$ cat src/design/exact_multiplicity_filter_core_assert.svh
// assertion macros used by the filter sequencer emf_seq
// each macro expects i_clk and i_rst_n in the enclosing module
`ifndef EXACT_MULTIPLICITY_FILTER_CORE_ASSERT_SVH
`define EXACT_MULTIPLICITY_FILTER_CORE_ASSERT_SVH

// same-cycle implication
`define EMF_ASSERT_NOW(label, ante, cons) \
    label: assert property (@(posedge i_clk) disable iff (!i_rst_n) (ante) |-> (cons)) \
        else $error("emf assertion failed");

// next-cycle implication
`define EMF_ASSERT_NEXT(label, ante, cons) \
    label: assert property (@(posedge i_clk) disable iff (!i_rst_n) (ante) |=> (cons)) \
        else $error("emf assertion failed");

`endif

$ cat src/design/emf_pkg.sv
`default_nettype none

package emf_pkg;

    typedef logic signed [31:0] t_word;

    localparam int REPEAT_W = 6;
    typedef logic [REPEAT_W-1:0] t_repeat;
    localparam t_repeat REPEAT_RESET = t_repeat'(2);

    // at most this many result words per set
    localparam int RESULT_LIMIT = 32;
    typedef logic [5:0] t_res_cnt;

    typedef struct packed {
        logic  req;
        t_word value;
        logic  empty;
        logic  ovf;
        logic  last;
    } t_emit;

endpackage

`default_nettype wire

$ cat src/design/emf_if.sv
`default_nettype none

interface emf_in_if;
    logic               valid;
    logic               ready;
    emf_pkg::t_word     value;
    logic               last_in;
    modport source (output valid, output value, output last_in, input ready);
    modport sink (input valid, input value, input last_in, output ready);
endinterface

interface emf_res_if;
    logic               valid;
    logic               ready;
    emf_pkg::t_word     result_value;
    logic               empty_res;
    logic               overflowed;
    logic               last_out;
    modport source (output valid, output result_value, output empty_res,
                    output overflowed, output last_out, input ready);
    modport sink (input valid, input result_value, input empty_res,
                  input overflowed, input last_out, output ready);
endinterface

interface emf_cfg_if;
    logic               valid;
    logic               ready;
    emf_pkg::t_repeat   data;
    modport source (output valid, output data, input ready);
    modport sink (input valid, input data, output ready);
endinterface

`default_nettype wire

$ cat src/design/emf_store.sv
`default_nettype none

module emf_store #(
    parameter int DEPTH = 32,
    localparam int AW = $clog2(DEPTH)
) (
    input  wire                 i_clk,
    input  wire                 i_we,
    input  wire [AW-1:0]        i_waddr,
    input  emf_pkg::t_word      i_wdata,
    input  wire                 i_re,
    input  wire [AW-1:0]        i_raddr,
    output emf_pkg::t_word      o_rdata
);
    import emf_pkg::*;

    t_word mem [DEPTH];
    t_word r_rdata;

    always_ff @(posedge i_clk) begin
        if (i_we) begin
            mem[i_waddr] <= i_wdata;
        end
        // read data holds while no read is issued
        if (i_re) begin
            r_rdata <= mem[i_raddr];
        end
    end

    assign o_rdata = r_rdata;

endmodule

`default_nettype wire

$ cat src/design/emf_seq.sv
`default_nettype none
`include "exact_multiplicity_filter_core_assert.svh"

module emf_seq #(
    parameter int MAX_ITEMS = 32,
    localparam int AW = $clog2(MAX_ITEMS),
    localparam int CW = $clog2(MAX_ITEMS + 1)
) (
    input  wire                 i_clk,
    input  wire                 i_rst_n,
    input  wire                 i_in_valid,
    input  emf_pkg::t_word      i_value,
    input  wire                 i_last_in,
    output logic                o_in_ready,
    input  emf_pkg::t_repeat    i_repeat_count,
    input  wire                 i_out_free,
    output emf_pkg::t_emit      o_emit,
    output logic                o_mem_we,
    output logic [AW-1:0]       o_mem_waddr,
    output emf_pkg::t_word      o_mem_wdata,
    output logic                o_mem_re,
    output logic [AW-1:0]       o_mem_raddr,
    input  emf_pkg::t_word      i_mem_rdata
);
    import emf_pkg::*;

    localparam logic [2:0] S_IDLE     = 3'd0;
    localparam logic [2:0] S_INS_RD   = 3'd1;
    localparam logic [2:0] S_INS_CMP  = 3'd2;
    localparam logic [2:0] S_SCAN_RD  = 3'd3;
    localparam logic [2:0] S_SCAN_CMP = 3'd4;
    localparam logic [2:0] S_SCAN_END = 3'd5;

    localparam logic [CW-1:0] FILL_MAX = CW'(MAX_ITEMS);
    localparam logic [CW-1:0] ONE      = CW'(1);
    localparam logic [CW-1:0] TWO      = CW'(2);

    logic [2:0]     r_state,    n_state;
    logic [CW-1:0]  r_fill,     n_fill;
    logic           r_ovf,      n_ovf;
    t_word          r_val,      n_val;
    logic           r_last,     n_last;
    logic [CW-1:0]  r_pos,      n_pos;
    logic [CW-1:0]  r_idx,      n_idx;
    t_word          r_run_val,  n_run_val;
    logic [CW-1:0]  r_run_cnt,  n_run_cnt;
    logic           r_run_ok,   n_run_ok;
    logic           r_pend_v,   n_pend_v;
    t_word          r_pend_val, n_pend_val;
    t_res_cnt       r_n_emit,   n_n_emit;

    logic           run_hit;
    logic           limit_hit;
    logic           same_run;
    logic [CW-1:0]  pos_m1;
    logic [CW-1:0]  pos_m2;

    assign run_hit   = r_run_ok && (32'(r_run_cnt) == 32'(i_repeat_count));
    assign limit_hit = (r_n_emit == t_res_cnt'(RESULT_LIMIT - 1));
    assign same_run  = r_run_ok && (i_mem_rdata == r_run_val);
    assign pos_m1    = r_pos - ONE;
    assign pos_m2    = r_pos - TWO;

    always_comb begin
        n_state    = r_state;
        n_fill     = r_fill;
        n_ovf      = r_ovf;
        n_val      = r_val;
        n_last     = r_last;
        n_pos      = r_pos;
        n_idx      = r_idx;
        n_run_val  = r_run_val;
        n_run_cnt  = r_run_cnt;
        n_run_ok   = r_run_ok;
        n_pend_v   = r_pend_v;
        n_pend_val = r_pend_val;
        n_n_emit   = r_n_emit;
        o_mem_we    = 1'b0;
        o_mem_waddr = '0;
        o_mem_wdata = r_val;
        o_mem_re    = 1'b0;
        o_mem_raddr = '0;
        o_emit      = '0;
        o_emit.ovf  = r_ovf;
        o_in_ready  = (r_state == S_IDLE);

        case (r_state)
            S_IDLE: begin
                if (i_in_valid) begin
                    n_idx    = '0;
                    n_run_ok = 1'b0;
                    n_pend_v = 1'b0;
                    n_n_emit = '0;
                    if (r_fill < FILL_MAX) begin
                        n_val   = i_value;
                        n_last  = i_last_in;
                        n_pos   = r_fill;
                        n_state = S_INS_RD;
                    end else begin
                        // store full: word dropped
                        n_ovf = 1'b1;
                        if (i_last_in) begin
                            n_state = S_SCAN_RD;
                        end
                    end
                end
            end
            S_INS_RD: begin
                if (r_pos == '0) begin
                    o_mem_we = 1'b1;
                    n_fill   = r_fill + ONE;
                    n_state  = r_last ? S_SCAN_RD : S_IDLE;
                end else begin
                    o_mem_re    = 1'b1;
                    o_mem_raddr = pos_m1[AW-1:0];
                    n_state     = S_INS_CMP;
                end
            end
            S_INS_CMP: begin
                o_mem_we    = 1'b1;
                o_mem_waddr = r_pos[AW-1:0];
                if (i_mem_rdata > r_val) begin
                    // shift the larger entry up, fetch the next one below if there is one
                    o_mem_wdata = i_mem_rdata;
                    n_pos       = pos_m1;
                    if (r_pos > ONE) begin
                        o_mem_re    = 1'b1;
                        o_mem_raddr = pos_m2[AW-1:0];
                    end else begin
                        n_state = S_INS_RD;
                    end
                end else begin
                    n_fill  = r_fill + ONE;
                    n_state = r_last ? S_SCAN_RD : S_IDLE;
                end
            end
            S_SCAN_RD: begin
                if (r_idx < r_fill) begin
                    o_mem_re    = 1'b1;
                    o_mem_raddr = r_idx[AW-1:0];
                    n_state     = S_SCAN_CMP;
                end else begin
                    n_state = S_SCAN_END;
                end
            end
            S_SCAN_CMP: begin
                if (same_run) begin
                    n_run_cnt = r_run_cnt + ONE;
                    n_idx     = r_idx + ONE;
                    n_state   = S_SCAN_RD;
                end else if (run_hit && r_pend_v) begin
                    o_emit.req   = 1'b1;
                    o_emit.value = r_pend_val;
                    o_emit.last  = limit_hit;
                    if (i_out_free) begin
                        n_n_emit   = r_n_emit + 6'd1;
                        n_pend_val = r_run_val;
                        if (limit_hit) begin
                            n_fill  = '0;
                            n_ovf   = 1'b0;
                            n_state = S_IDLE;
                        end else begin
                            n_run_val = i_mem_rdata;
                            n_run_cnt = ONE;
                            n_run_ok  = 1'b1;
                            n_idx     = r_idx + ONE;
                            n_state   = S_SCAN_RD;
                        end
                    end
                end else begin
                    if (run_hit) begin
                        n_pend_v   = 1'b1;
                        n_pend_val = r_run_val;
                    end
                    n_run_val = i_mem_rdata;
                    n_run_cnt = ONE;
                    n_run_ok  = 1'b1;
                    n_idx     = r_idx + ONE;
                    n_state   = S_SCAN_RD;
                end
            end
            S_SCAN_END: begin
                if (run_hit) begin
                    if (r_pend_v) begin
                        o_emit.req   = 1'b1;
                        o_emit.value = r_pend_val;
                        o_emit.last  = limit_hit;
                        if (i_out_free) begin
                            n_n_emit   = r_n_emit + 6'd1;
                            n_pend_val = r_run_val;
                            n_run_ok   = 1'b0;
                            if (limit_hit) begin
                                n_fill  = '0;
                                n_ovf   = 1'b0;
                                n_state = S_IDLE;
                            end
                        end
                    end else begin
                        n_pend_v   = 1'b1;
                        n_pend_val = r_run_val;
                        n_run_ok   = 1'b0;
                    end
                end else begin
                    // final word: the held value, or the empty marker
                    o_emit.req   = 1'b1;
                    o_emit.last  = 1'b1;
                    o_emit.value = r_pend_v ? r_pend_val : '0;
                    o_emit.empty = !r_pend_v;
                    if (i_out_free) begin
                        n_fill  = '0;
                        n_ovf   = 1'b0;
                        n_state = S_IDLE;
                    end
                end
            end
            default: begin
                n_state = S_IDLE;
            end
        endcase
    end

    always_ff @(posedge i_clk) begin
        if (!i_rst_n) begin
            r_state  <= S_IDLE;
            r_fill   <= '0;
            r_ovf    <= 1'b0;
            r_run_ok <= 1'b0;
            r_pend_v <= 1'b0;
            r_n_emit <= '0;
        end else begin
            r_state  <= n_state;
            r_fill   <= n_fill;
            r_ovf    <= n_ovf;
            r_run_ok <= n_run_ok;
            r_pend_v <= n_pend_v;
            r_n_emit <= n_n_emit;
        end
        r_val      <= n_val;
        r_last     <= n_last;
        r_pos      <= n_pos;
        r_idx      <= n_idx;
        r_run_val  <= n_run_val;
        r_run_cnt  <= n_run_cnt;
        r_pend_val <= n_pend_val;
    end

    `EMF_ASSERT_NOW(a_fill_bound, 1'b1, r_fill <= FILL_MAX)
    `EMF_ASSERT_NOW(a_no_rw_clash, o_mem_we && o_mem_re, o_mem_waddr != o_mem_raddr)
    `EMF_ASSERT_NEXT(a_full_sets_ovf,
        (r_state == S_IDLE) && i_in_valid && (r_fill == FILL_MAX) && !i_last_in, r_ovf)
    `EMF_ASSERT_NEXT(a_last_clears,
        o_emit.req && o_emit.last && i_out_free, (r_state == S_IDLE) && (r_fill == '0))

endmodule

`default_nettype wire

$ cat src/design/exact_multiplicity_filter_core.sv
// exact multiplicity filter
// i_in carries one signed 32-bit value per word, with last_in on the final
// value of a set. values are kept in ascending order in an internal memory
// of MAX_ITEMS entries; values beyond that are dropped and flagged.
// inserting a value shifts each stored entry larger than it up one place
// through the memory, then writes the value into the freed place; a new word
// is only taken once the insertion of the one before is done. after the last
// value, the memory is scanned entry by entry in ascending order and the set
// is closed; o_res then carries each value
// occurring exactly repeat_count times, in ascending order and once each,
// last_out on the final one. with no such value one word with empty_res set
// and result_value zero is sent. overflowed tells whether values of that set
// were dropped. i_in is only ready between insertions and outside the scan.
// o_res is driven from an output register; a stall of the receiver holds the
// scan until the register frees up, nothing is lost.
// i_cfg writes repeat_count (reset 2) and is always ready; write it only
// while the block is idle. reset (i_rst_n low, synchronous) empties the set.
`default_nettype none

module exact_multiplicity_filter_core #(
    parameter int MAX_ITEMS = 32
) (
    input  wire         i_clk,
    input  wire         i_rst_n,
    emf_in_if.sink      i_in,
    emf_res_if.source   o_res,
    emf_cfg_if.sink     i_cfg
);
    import emf_pkg::*;

    localparam int AW = $clog2(MAX_ITEMS);

    t_repeat        r_repeat_count;
    logic           r_out_valid;
    t_word          r_out_value;
    logic           r_out_empty;
    logic           r_out_ovf;
    logic           r_out_last;

    logic           out_free;
    t_emit          emit;
    logic           in_ready;
    logic           mem_we;
    logic [AW-1:0]  mem_waddr;
    t_word          mem_wdata;
    logic           mem_re;
    logic [AW-1:0]  mem_raddr;
    t_word          mem_rdata;

    assign out_free    = !r_out_valid || o_res.ready;
    assign i_in.ready  = in_ready;
    assign i_cfg.ready = 1'b1;

    emf_seq #(
        .MAX_ITEMS (MAX_ITEMS)
    ) u_seq (
        .i_clk          (i_clk),
        .i_rst_n        (i_rst_n),
        .i_in_valid     (i_in.valid),
        .i_value        (i_in.value),
        .i_last_in      (i_in.last_in),
        .o_in_ready     (in_ready),
        .i_repeat_count (r_repeat_count),
        .i_out_free     (out_free),
        .o_emit         (emit),
        .o_mem_we       (mem_we),
        .o_mem_waddr    (mem_waddr),
        .o_mem_wdata    (mem_wdata),
        .o_mem_re       (mem_re),
        .o_mem_raddr    (mem_raddr),
        .i_mem_rdata    (mem_rdata)
    );

    emf_store #(
        .DEPTH (MAX_ITEMS)
    ) u_store (
        .i_clk   (i_clk),
        .i_we    (mem_we),
        .i_waddr (mem_waddr),
        .i_wdata (mem_wdata),
        .i_re    (mem_re),
        .i_raddr (mem_raddr),
        .o_rdata (mem_rdata)
    );

    always_ff @(posedge i_clk) begin
        if (!i_rst_n) begin
            r_repeat_count <= REPEAT_RESET;
            r_out_valid    <= 1'b0;
        end else begin
            if (i_cfg.valid) begin
                r_repeat_count <= i_cfg.data;
            end
            if (emit.req && out_free) begin
                r_out_valid <= 1'b1;
            end else if (o_res.ready) begin
                r_out_valid <= 1'b0;
            end
        end
        if (emit.req && out_free) begin
            r_out_value <= emit.value;
            r_out_empty <= emit.empty;
            r_out_ovf   <= emit.ovf;
            r_out_last  <= emit.last;
        end
    end

    assign o_res.valid        = r_out_valid;
    assign o_res.result_value = r_out_value;
    assign o_res.empty_res    = r_out_empty;
    assign o_res.overflowed   = r_out_ovf;
    assign o_res.last_out     = r_out_last;

endmodule

`default_nettype wire
$ cat src/flat_wrapper.sv
// flat-port wrapper written by rule: the top's interface ports become plain ports
module exact_multiplicity_filter_core_flat import emf_pkg::*;
#(
    parameter int MAX_ITEMS = 32
)
  (i_clk, i_rst_n, i_in_valid, i_in_value, i_in_last_in, i_in_ready, o_res_valid, o_res_result_value, o_res_empty_res, o_res_overflowed, o_res_last_out, o_res_ready, i_cfg_valid, i_cfg_data, i_cfg_ready);
  emf_in_if i_in_i ();
  emf_res_if o_res_i ();
  emf_cfg_if i_cfg_i ();
  input  wire i_clk;
  input  wire i_rst_n;
  input wire logic [$bits(i_in_i.valid)-1:0] i_in_valid;
  input wire logic [$bits(i_in_i.value)-1:0] i_in_value;
  input wire logic [$bits(i_in_i.last_in)-1:0] i_in_last_in;
  output wire logic [$bits(i_in_i.ready)-1:0] i_in_ready;
  output wire logic [$bits(o_res_i.valid)-1:0] o_res_valid;
  output wire logic [$bits(o_res_i.result_value)-1:0] o_res_result_value;
  output wire logic [$bits(o_res_i.empty_res)-1:0] o_res_empty_res;
  output wire logic [$bits(o_res_i.overflowed)-1:0] o_res_overflowed;
  output wire logic [$bits(o_res_i.last_out)-1:0] o_res_last_out;
  input wire logic [$bits(o_res_i.ready)-1:0] o_res_ready;
  input wire logic [$bits(i_cfg_i.valid)-1:0] i_cfg_valid;
  input wire logic [$bits(i_cfg_i.data)-1:0] i_cfg_data;
  output wire logic [$bits(i_cfg_i.ready)-1:0] i_cfg_ready;
  assign i_in_i.valid = i_in_valid;
  assign i_in_i.value = i_in_value;
  assign i_in_i.last_in = i_in_last_in;
  assign i_in_ready = i_in_i.ready;
  assign o_res_valid = o_res_i.valid;
  assign o_res_result_value = o_res_i.result_value;
  assign o_res_empty_res = o_res_i.empty_res;
  assign o_res_overflowed = o_res_i.overflowed;
  assign o_res_last_out = o_res_i.last_out;
  assign o_res_i.ready = o_res_ready;
  assign i_cfg_i.valid = i_cfg_valid;
  assign i_cfg_i.data = i_cfg_data;
  assign i_cfg_ready = i_cfg_i.ready;
  exact_multiplicity_filter_core #(.MAX_ITEMS(MAX_ITEMS)) u_core (.i_clk(i_clk), .i_rst_n(i_rst_n), .i_in(i_in_i), .o_res(o_res_i), .i_cfg(i_cfg_i));
endmodule
$ cat config.mk
export PLATFORM = sky130hd
export DESIGN_NAME = exact_multiplicity_filter_core_flat
export DESIGN_NICKNAME = d
export VERILOG_FILES = /design/src/design/emf_pkg.sv /design/src/design/emf_if.sv /design/src/design/emf_store.sv /design/src/design/emf_seq.sv /design/src/design/exact_multiplicity_filter_core.sv /design/src/flat_wrapper.sv
export VERILOG_INCLUDE_DIRS = /design/src /design/src/design
export SDC_FILE = /design/constraint.sdc
export NUM_CORES = 2
export LEC_CHECK = 0
export ABC_AREA = 1
export BUFFER_PORTS_ARGS = -buffer_cell sky130_fd_sc_hd__buf_2
export CORE_UTILIZATION = 57
export CTS_CLUSTER_SIZE = 14
export DETAILED_ROUTE_END_ITERATION = 10
export PLACE_DENSITY = 0.86
export SYNTH_ARGS = -nofsm -noshare
export SYNTH_HDL_FRONTEND = slang
export SYNTH_SLANG_ARGS = --single-unit
$ cat constraint.sdc
create_clock -name i_clk -period 3.8 [get_ports i_clk]
set_input_delay 0.38 -clock i_clk [delete_from_list [all_inputs] [get_ports i_clk]]
set_output_delay 0.38 -clock i_clk [all_outputs]
set_load 0.1 [all_outputs]
==> Word-level counts from Yosys, hierarchy flattened <==
Memory sizes are Yosys's and may differ from the RTL's. A register that Yosys moved wholly into a read port is not among the register bits.
Index checks and enable logic that the tools add are counted.
W data, S select, Z words.
{ "op_classes": {"add_sub_neg": 6, "n_lt_le_gt_ge": 4, "n_eq_ne": 35, "mux": 110, "n_bitwise": 2, "reduce_logical": 28} }
{ "op_table": {"columns": ["operator", "n"], "rows": [
  ["$mux W32", 12],
  ["$mux W6", 26],
  ["$mux W33", 4],
  ["$pmux W33 S2", 1],
  ["$pmux W32 S2", 1],
  ["$mux W3", 13],
  ["$mux W1", 33],
  ["$eq A32 B32 Y1", 1],
  ["$gt A32 B32 Y1", 1],
  ["$reduce_and A7 Y1", 4],
  ["$mux W5", 5],
  ["$add A6 B1 Y6 const B", 4],
  ["$pmux W6 S2", 2],
  ["$pmux W6 S4", 1],
  ["$ne A2 B2 Y1 const B", 11],
  ["$reduce_and A4 Y1", 5],
  ["$ne A3 B3 Y1 const B", 6],
  ["$pmux W3 S6", 1],
  ["$pmux W6 S3", 1],
  ["$ne A3 B2 Y1 const B", 5],
  ["$pmux W5 S3", 1],
  ["$pmux W1 S3", 4],
  ["$reduce_bool A2 Y1", 4],
  ["$eq A3 B2 Y1 const B", 2],
  ["25 further kinds", 37]
]} }
{ "totals": {"regBits": 175, "ramBits": 1024, "in_bits": 44, "n_memories": 1} }
{ "memory_table": {"columns": ["name", "words", "width", "read_ports", "rd_ports_with_merged_regs", "write_ports", "line", "text"], "rows": [
  ["u_core.u_store.mem", 32, 32, 1, 1, 1, "emf_store.sv:17", "t_word mem [DEPTH];"]
]} }

==> Longest topological paths before layout <==
{ "depth": {"ltp_word": 8, "ltp_mapped": 26} }

==> Modules after synthesis <==
Synthesis repeated with hierarchy kept, for this count alone.
{ "hier_totals": {"hier_cells": 4589, "area_unflattened_um2": 52083.7} }
{ "by_module_without_submodules": {"columns": ["module", "instances", "cells_each", "area_each_um2"], "rows": [
  ["emf_store", 1, 3536, 42726.0],
  ["emf_seq", 1, 984, 8051.5],
  ["exact_multiplicity_filter_core", 1, 69, 1306.3]
]} }

==> Least setup slack after synthesis <==
OpenSTA, ideal clock, no wires.
{ "synth_path": {"path_type": "register -> register", "from": "register u_core.u_store.r_rdata[31] (netlist: u_core.u_store.o_rdata[31]), read port of u_core.u_store.mem", "to": "memory u_core.u_store.mem[0][0] (netlist name), data pin", "setup_time_ns": 0.454, "arrival_ns": 3.457, "t_required_ns": 3.346, "slack_ns": -0.112, "path_stages_with_launch": 14, "n_path_buf": 2, "cell_sequence": "edfxtp_1 -> ha_1 -> nand2_1 -> nor2_2 -> nand2_2 -> nor4_4 -> nand2_1 -> nand2_1 -> nand2_1 -> a21boi_2 -> nand2_1 -> clkbuf_1 -> clkbuf_1 -> o21ai_0"} }
{ "synth_via": {"elab_chain_cells": 3} }
{ "synth_rtl": {"columns": ["element", "line", "text"], "rows": [
  ["start: declaration", "emf_store.sv:18", "t_word r_rdata;"],
  ["$gt A32 B32 Y1", "emf_seq.sv:122", "if (i_mem_rdata > r_val) begin"],
  ["$mux W32", "emf_seq.sv:122", null],
  ["$mux W32", "emf_seq.sv:87", "case (r_state)"],
  ["via u_core.mem_wdata[0]", "exact_multiplicity_filter_core.sv:45", "t_word mem_wdata;"],
  ["end: declaration", "emf_store.sv:17", null]
]} }
The timed path passes the listed nets, and every way through them passes these cells.

==> Worst setup path after layout <==
{ "layout_path": {"from": "register u_core.u_store.r_rdata[3] (netlist: u_core.u_store.o_rdata[3]), read port of u_core.u_store.mem", "to": "register u_core.u_store.r_rdata[27] (netlist: u_core.u_store.o_rdata[27]), read port of u_core.u_store.mem, data pin"} }
{ "layout_via": {"elab_chain_cells": 3} }
{ "layout_rtl": {"columns": ["element", "line"], "rows": [
  ["$gt A32 B32 Y1 (*)", "emf_seq.sv:122"],
  ["$mux W5 / $mux W1 (equally long branches)", "emf_seq.sv:122"],
  ["$pmux W5 S3 / $pmux W1 S3 (equally long branches)", "emf_seq.sv:87"]
]} }
Every way passes the cells marked *; elsewhere a longest branch is shown, timed or not.
A chain may end at the register's enable or synchronous reset.

==> out/metrics.yaml <==
outcome: "complete, no violations"
seqPwrFrac: 0.357
clkPwrFrac: 0.213
die_x_um: 306
swShare: 0.412
cp-start-kind: "register"
drt-initial-drc-count: 8155
worstMarginPinSlew_ns: 1.23
internal-power_w: 0.0315
reg2reg_setup_slack_ns: 0.02
report.final.slew_viol_count: 0
hold_violations: 0
min_to: "u_core.r_repeat_count[4]$_SDFFE_PN0P_"
slew_headroom: 0.177
drive_above_1_share: 0.117
yosysTopAreaCellShare: 0.689
cp.required_ns: 4.26
p_per_area_nw_per_um2: 887
post-route-drc-count: 0
timing.final.crit_share: 0.996
dpl_cell_area_sq_um: 55800
arrival_ns: 4.24
leakage_nw: 22.5
wl_per_cell_um: 27.2
end_kind: "register"
synth_compound_area_frac: 0.0176
synth.area.top_cells: "edfxtp_1, nand3_1, nand2_1"
maxCapViolations: 0
holdWs_ns: 0.0366
final_area_sq_um: 60300
ys_async_sr_fraction: 0
synthXorXnorAreaFrac: 0.00367
first_global_vias: 38700
critPathMaxFanout: 32
place_congestion: 0.951
p_comb_frac: 0.430
setup_tns_ns: 0
worst_r2r_startpoint: "u_core.u_store.o_rdata[3]$_DFFE_PP_"
report.power.total_w: 0.0535
routed_via_density: 6.76
r2r-end: "u_core.u_store.o_rdata[27]$_DFFE_PP_"
clkTransAtPathRegs_ns: 0.07
cts_buffer_depth: 3
routed_wl_um: 165000
ys_seq_elements: 1231
cts_sinks: 1231
nets: 4856
yosys.area.top_type: "edfxtp_1"
r2r_cells: 24
ys.warnings.count: 0
initial_utilization: 0.579
vias: 40800
cts_tree: "built"
synth_edf_count: 1206
ys_types: 44
ant_nets: 0
p_sw_w: 0.0220
pin_count: 82
synthMuxAreaShare: 0
dpl.hpwl_um: 83000
period_needed_ns: 3.78
cts_root_buffer: "clkbuf_16"
coreArea_sq_um: 90700
antenna_found_initial: 4
synthFlopType: "edfxtp_1"
hold_start: "i_cfg_valid"
synth_most_common_cell: "nand3_1"
fmax_mhz: 264
netlist_instances: 4603
synth_top_family_by_area: "simple AND/OR/NAND/NOR gates"
grt_usage: 0.333
setup_ws_ns: 0.0164
htree_levels: 3
dieArea_sq_um: 93400
vdd_drop_max_mv: 0.625
grt_pass1_wl_um: 232000
dp_slack_ns: 0.150
whs_path_depth: 3
synth.avg_cell_area_sq_um: 11.4
grt_start_max_net_pins: 116
grt_overflow: 0
syn_nets: 4692
dieHeight_um: 306
yosysSeqAreaShare: 0.699
clock_latency_ns: 0.72
num_rows: 110
syn_area_sq_um: 52500
cts_buffers: 115
area_delta_synth_final_pct: 14.8
drt_pass1_iterations: 9
port_buffers: 80
setup_viol: 0
synth_common_cells: "nand3_1, edfxtp_1, nand2_1, inv_1, buf_2"
synthSimpleGateAreaFrac: 0.220
min_path_type: "primary input to register"
synth_fa_ha_area_frac: 0.0107
path_class: "register to register"
finClkSkew_ns: 0.0494
## cell families (layout without fill, tap and decap cells)
kind of cell	Yosys count	after routing
AO/OA/AOI/OAI	172	172
XOR/XNOR	22	22
adder cells (fa/ha/maj)	45	45
buffers and inverters	586	849
flip-flops	1231	1231
other	1	3
AND/OR/NAND/NOR	2546	2546
## power by group through the flow
stage	clock [W]	sequential, W	combinational [W]
floorplan	0	0.0191	0.0129
global route	0.0118	0.0191	0.0241
detailed placement	0	0.0193	0.0205
global placement	0	0.0193	0.0197
finish	0.0114	0.0191	0.0230
CTS	0.0112	0.0191	0.0210
## what timing repair did
item / 4_1_cts / 5_1_grt
endpoints found under the hold margin: 39 / 0
endpoints found under the setup margin: 0 / 20
setup buffers: 0 / 25
hold buffers: 40 / 0
resized for setup: 0 / 19
## final cells by class
type	count	area (sq um)
diodes	2	5.00
clock buffers	141	3020
clock inverters	75	631
fillers	5481	30400
inverters	300	1140
multi-input cells	2786	13700
flip-flops and latches	1231	36700
well taps	1176	1470
repair buffers	333	3640
## worst max-delay path, stage by stage (launching register included)
cell	delay, ns
edfxtp_1	0.57
ha_4	0.36
nand2_1	0.05
inv_1	0.07
nand2_1	0.07
nand2_1	0.06
nand2_1	0.04
nand2_1	0.11
nand2_1	0.06
nand2_1	0.10
nand2_1	0.10
nand2_1	0.11
nand2_1	0.06
nand4_1	0.19
buf_12	0.19
nand2_8	0.15
buf_8	0.22
buf_4	0.16
clkbuf_16	0.21
nand2_1	0.15
nand3_1	0.12
nand3_1	0.11
nand3_1	0.10
nand3_1	0.12
nand2_1	0.07
## cells in the final DEF (no fill, tap or decap), drive strengths merged
cell type | Yosys | final
ha | 45 | 45
o311ai | 1 | 1
edfxtp | 1206 | 1206
a221oi | 1 | 1
o21bai | 1 | 1
a31oi | 1 | 1
conb | 1 | 1
nand3b | 57 | 57
o31ai | 1 | 1
a311oi | 1 | 1
a21oi | 54 | 54
nand2 | 984 | 984
nor3 | 11 | 11
diode | 0 | 2
clkbuf | 43 | 147
a21o | 2 | 2
nor4 | 6 | 6
nor3b | 1 | 1
a32oi | 2 | 2
bufinv | 0 | 9
o2111ai | 2 | 2
inv | 298 | 302
nand4 | 18 | 18
clkinvlp | 0 | 3
dfxtp | 25 | 25
and3 | 2 | 2
nor2 | 160 | 160
xnor2 | 13 | 13
xor2 | 9 | 9
dlygate4sd3 | 0 | 40
o21ai | 102 | 102
a21boi | 1 | 1
clkinv | 2 | 61
nand3 | 1289 | 1289
o21a | 3 | 3
or2 | 18 | 18
buf | 243 | 287
## how the worst max path moves through the flow
| stage | start | end | slack, ns | depth (start not counted) |
|---|---|---|---|---|
| 2_1_floorplan | u_core.u_store.o_rdata[31]$_DFFE_PP_ | u_core.u_store.mem[0][0]$_DFFE_PP_ | -0.11 | 13 |
| 3_3_place_gp | u_core.u_store.o_rdata[3]$_DFFE_PP_ | u_core.u_store.o_rdata[23]$_DFFE_PP_ | 0.17 | 21 |
| 3_5_place_dp | u_core.u_store.o_rdata[3]$_DFFE_PP_ | u_core.u_store.o_rdata[23]$_DFFE_PP_ | 0.15 | 21 |
| 4_1_cts | u_core.u_store.o_rdata[22]$_DFFE_PP_ | u_core.u_store.o_rdata[23]$_DFFE_PP_ | 0.1 | 19 |
| 5_1_grt | u_core.u_store.o_rdata[3]$_DFFE_PP_ | u_core.u_store.o_rdata[22]$_DFFE_PP_ | -0.1 | 24 |
| 6_report | u_core.u_store.o_rdata[3]$_DFFE_PP_ | u_core.u_store.o_rdata[27]$_DFFE_PP_ | 0.02 | 24 |
## per-layer routing
layer  wire length [um]  global-route usage
met1              50300               0.415
met2              72200               0.514
met3              28600              0.0974
met4              13500               0.206
met5                 46                   0
## flip-flops by register name (all words and copies together) (netlist names), 32 cells and up
register	cells
u_core.u_seq.r_pend_val	32
u_core.u_seq.r_run_val	32
u_core.u_store.mem	1024
u_core.o_res.result_value	32
u_core.u_store.o_rdata	32
u_core.u_seq.r_val	32
## metrics by stage
step | util | instances
after global routing | 0.665 | 6042
after detailed placement | 0.615 | 5755
after floorplan | - | 4603
after global placement | 0.615 | 5755
final | 0.665 | 6044
after CTS | 0.660 | 6011
No activity file was read; power rests on OpenSTA's default activity.
